<file path="src/rtl/rhht_ram.sv">
// Generic single-port RAM with registered read.
// Stand-alone; used for the slot store of the hash table core.
`default_nettype none
module rhht_ram #(
   parameter int WIDTH = 32,
   parameter int DEPTH = 64
) (
   input  wire logic                     clock,
   input  wire logic                     wr_en,
   input  wire logic [$clog2(DEPTH)-1:0] addr,
   input  wire logic [WIDTH-1:0]         wr_data,
   output logic      [WIDTH-1:0]         rd_data
);
   logic [WIDTH-1:0] mem [DEPTH];
   always_ff @(posedge clock) begin
      if (wr_en) begin
         mem[addr] <= wr_data;
      end
      rd_data <= mem[addr];
   end
endmodule
`default_nettype wire

</file>
<file path="config.mk">
export PLATFORM = sky130hd
export DESIGN_NAME = rhht_ram
export DESIGN_NICKNAME = d
export VERILOG_FILES = /design/src/rtl/rhht_ram.sv
export SDC_FILE = /design/constraint.sdc
export NUM_CORES = 2
export LEC_CHECK = 0
export BUFFER_PORTS_ARGS = -buffer_cell sky130_fd_sc_hd__buf_4
export CAP_MARGIN = 10
export CORE_ASPECT_RATIO = 1.1
export CORE_MARGIN = 8
export CORE_UTILIZATION = 35
export CTS_BUF_LIST = sky130_fd_sc_hd__clkbuf_4 sky130_fd_sc_hd__clkbuf_8 sky130_fd_sc_hd__clkbuf_16
export CTS_CLUSTER_DIAMETER = 80
export CTS_CLUSTER_SIZE = 24
export DETAILED_ROUTE_END_ITERATION = 12
export MAX_ROUTING_LAYER = met4
export SYNTH_ARGS = -nofsm -noshare
export SYNTH_HDL_FRONTEND = slang
export SYNTH_SLANG_ARGS = --single-unit
export TNS_END_PERCENT = 30
</file>
<file path="constraint.sdc">
create_clock -name clock -period 4.75 [get_ports clock]
set_input_delay 0.7125 -clock clock [delete_from_list [all_inputs] [get_ports clock]]
set_output_delay 0.7125 -clock clock [all_outputs]
set_load 0.005 [all_outputs]
</file>
After elaboration in Yosys (flattened, before gate mapping)

Memory sizes are Yosys's and may differ from the RTL's. A register that Yosys moved wholly into a read port is not among the register bits.
Index checks and enable logic that the tools add are counted.

Register bits: 0
RAM bits: 2048
Input port bits: 40
Logic and storage cells: 3
Output and inout port bits: 32
Memories kept: 1

Muxes and demuxes: 2

Memory list:

| memory | words | bits a word | read ports | clocked after memory_dff | wr ports | RTL line | source |
|---|---|---|---|---|---|---|---|
| mem    | 64    | 32          | 1          | 1                        | 1        | 14       | `logic [WIDTH-1:0] mem [DEPTH];` |

Operators by type and width:

| operator         | number |
|---|---|
| 1-bit 2-to-1 mux | 2 |

Logic depth before layout (Yosys ltp)

Word-level depth: 2
Depth in mapped cells: 13

Worst setup path after synthesis

Ideal clock, no wire load.

Path kind: input -> register
Start: input addr[2]
End: memory mem[15][0], enable pin
Data required time: 4.329 ns
Path slack: 0.799 ns
Arrival time: 3.530 ns
Stages: 8
Setup time: 0.421 ns
Buffers on the path: 6
Cells stage by stage: buf_2 -> buf_2 -> buf_2 -> buf_2 -> buf_2 -> buf_2 -> nand3_1 -> nor2_1

RTL lines:

| element         | RTL line | source |
|---|---|---|
| start, declared | 10       | `input wire logic [$clog2(DEPTH)-1:0] addr,` |
| end, declared   | 14       |  |

Straight into the memory's write port.

==> run_results.csv <==
group,metric,value,unit
power_and_ir_drop,power_density,374.2,nW/µm²
floorplanning,die_y,514.1,µm
clock_network,cts_setup_buffers,0,
placed_design,dp_hpwl,127500,µm
clock_network,numCtsBuffers,106,
critical_path,required,5.38,ns
sta,hold_viol,0,
floorplanning,core-area,225100,µm²
global_routing,overflow,0,
clock_network,htree_levels,3,
clock_network,cts_tree,"built",
floorplanning,fp.dieW,468.8,µm
logic_synthesis,ys_types,56,
logic_synthesis,ys_seq_area_share,78.73,%
sta,setup_viol,0,
layout,synthToLayoutAreaGrowth,11.74,%
sta,slew_headroom,10.84,%
layout,multi_input_area,16050,µm²
critical_path,cp-end-kind,"flip-flop",
floorplanning,start_util,35.07,%
logic_synthesis,syn-cell-area,78930,µm²
clock_network,cts_num_sinks,2080,
sta,finalMaxSlewViolations,0,
clock_network,cts_buffer_depth,3,
logic_synthesis,async_flop_share,0,%
critical_path,cp_common_cell,"buf_4",
drt,drtIter0Drc,5493,
power_and_ir_drop,ir_drop,0.2995,mV
clock_network,path_clk_slew,0.09,ns
layout,final_layout_size_suffix_gt1_share,18.01,%
clock_network,clk_latency,0.77,ns
floorplanning,rows,183,
worst_hold_path,hold_path_class,"primary input to flip-flop",
critical_path,crit_slowest_cell,"a2111oi_0",
floorplanning,ios,72,
critical_path,slowest_delay,0.77,ns
critical_path,worstPathArrival,3.92,ns
layout,nFillCells,20201,
global_routing,grt_pass1_vias,41475,
layout,finalNetCount,4378,
power_and_ir_drop,p_leak,27.57,nW
clock_network,cts_root_buffer,"clkbuf_16",
sta,fin_crit_sh,69.35,%
drt,routedWlPerCell,29.77,µm
drt,wl,219500,µm
sta,setup_tns,0,ns
sta,rsz0062_at_grt,"no",
global_routing,grtUsageTotal,18.11,%
critical_path,crit_chain,"buf_8 -> buf_4 -> mux4_2 -> mux2i_1 -> nor2_1 -> a2111oi_0 -> buf_4 -> nand3_1",
drt,drt_pass1_iterations,9,
sta,period_needed,3.294,ns
drt,detail-route-antenna-nets,0,
global_routing,grt_max_degree,76,
drt,drc,0,
logic_synthesis,synth_enable_flop_cells,2048,
critical_path,path_class,"primary input to flip-flop",
clock_network,cts_resized,0,
placed_design,place_congestion,0.8230,
sta,clock_skew,0.02216,ns
drt,vias_per_cell,5.749,
logic_synthesis,synthesis.instances,4239,
run_status,outcome,"complete, no violations",
critical_path,start_kind,"primary input",
critical_path,path_max_fanout,42,
logic_synthesis,synth_nets,4279,
global_routing,grt_pass1_wl,310900,µm
placed_design,portBuffers,71,
sta,max_freq,303.6,MHz
logic_synthesis,synth_ff_type,"edfxtp_1",
job,max_cap_viol_count,0,
power_and_ir_drop,finalPower,0.03301,W
floorplanning,dieArea,241000,µm²
clock_network,hold_buffers,0,
global_routing,antenna_found_initial,9,
logic_synthesis,syn_avg_cell_area,18.62,µm²
drt,vias,42394,
layout,register_area,62140,µm²
logic_synthesis,ys_warn_count,0,
logic_synthesis,ys_ff_latch,2080,
sta,tightest_slew,1.337,ns
final timing paths:
check                      to  slack, ns        start  cells after the start
setup reg to reg  rd_data[29]       2.03  mem[13][29]                      5
hold / removal     mem[28][0]       0.49   wr_data[0]                      1
hold reg to reg    rd_data[8]       0.66   mem[58][8]                      4
setup / recovery   rd_data[6]       1.46      addr[1]                      8
kinds of logic (layout without fill, tap and decap cells):
kind of cell,after synthesis,after routing,synth area share (%)
DFF,2080,2080,78.73
other,0,6,0
buffers and inverters,300,469,1.682
muxes,502,502,8.121
AOI/OAI and AO/OA,933,933,8.662
and+or+nand+nor,424,424,2.806
critical path: cells and delay by family:
| kind | cells | cell delay (ns) |
|---|---|---|
| AO/OA/AOI/OAI | 1 | 0.77 |
| buffers and inverters | 3 | 1.28 |
| multiplexers | 2 | 0.79 |
| AND/OR/NAND/NOR | 2 | 0.23 |
flip-flops by register name, summed over array words and instances (netlist names):
signal   flops
rd_data     32
mem       2048
per-layer routing:
layer | part of all wire (%) | global-route usage [%] | up-vias
li1 | - | - | 17738
met1 | 41 | 24.44 | 22511
met2 | 48 | 28.69 | 1822
met3 | 7.0 | 2.219 | 323
met4 | 3.8 | 5.970 | 0
met5 | 0 | - | -
cell usage in the layout (no fill, tap or decap), types with 15 or more instances in the layout:
master,instances
nand3_1,53
clkbuf_16,107
nor2_4,67
nand2_1,27
a21oi_1,121
and3_1,85
or4_1,15
buf_12,51
a221oi_1,175
a22o_1,66
o21ai_0,84
edfxtp_1,2048
nand2b_1,15
a211oi_1,17
o2bb2ai_1,15
nor2_1,77
a22oi_1,188
mux2_2,147
dfxtp_1,32
a31oi_1,43
clkbuf_4,29
a221o_1,15
o22a_1,70
mux2i_1,259
buf_4,235
a222oi_1,16
mux4_2,96
o22ai_1,93
nor3_1,19
synth_stat cells (15+ instances only):
library cell / number / area [µm²]
o21ai_0: 84 / 420.4
mux2_2: 147 / 1655
a211oi_1: 17 / 127.6
clkbuf_1: 168 / 630.6
nor3_1: 22 / 110.1
a221o_1: 15 / 150.1
o22ai_1: 93 / 581.8
mux4_2: 96 / 2162
and3_1: 85 / 531.8
a222oi_1: 16 / 160.2
dfxtp_1: 32 / 640.6
buf_1: 33 / 123.9
nand2b_1: 18 / 112.6
a2111oi_0: 15 / 131.4
buf_2: 83 / 415.4
a22oi_1: 188 / 1411
a31oi_1: 43 / 269.0
nand3_1: 54 / 270.3
a21oi_1: 121 / 605.6
a221oi_1: 175 / 1533
nor2_1: 145 / 544.3
o22a_1: 70 / 613.1
edfxtp_1: 2048 / 61500
o2bb2ai_1: 15 / 131.4
or4_1: 15 / 112.6
a22o_1: 66 / 578.1
mux2i_1: 259 / 2592
nand2_1: 28 / 105.1
area by class of cell:
cell class / instances / share of cell area [%]
timing repair buffer: 289 / 3.209
multi-input combinational: 1859 / 18.20
sequential: 2080 / 70.45
clock inverter: 39 / 0.5745
antenna: 6 / 0.01702
tap: 2960 / 4.199
clock buffer: 139 / 3.330
inverter: 2 / 0.01702
where the power goes:
part           switching (W)  internal (W)  total (W)  leakage [nW]
Clock                0.00585       0.00476     0.0106          1.70
Combinational        0.00135      0.000648    0.00200          7.17
Sequential         0.0000989        0.0203     0.0204          18.7
through the flow:
stage | hold WS [ns] | cell area [µm²] | utilization (%) | cells | setup slack, ns
2_1_floorplan | 0.5639 | 78930 | - | 4239 | 0.7988
3_3_place_gp | 0.6177 | 84740 | 37.65 | 7190 | 0.6456
6_report | 0.4889 | 88200 | 39.19 | 7374 | 1.456
5_1_grt | 0.4719 | 88200 | 39.19 | 7374 | 1.416
3_5_place_dp | 0.6252 | 84740 | 37.65 | 7190 | 0.6540
4_1_cts | 0.4457 | 88180 | 39.18 | 7368 | 1.482
No activity file was read; power rests on OpenSTA's default activity.
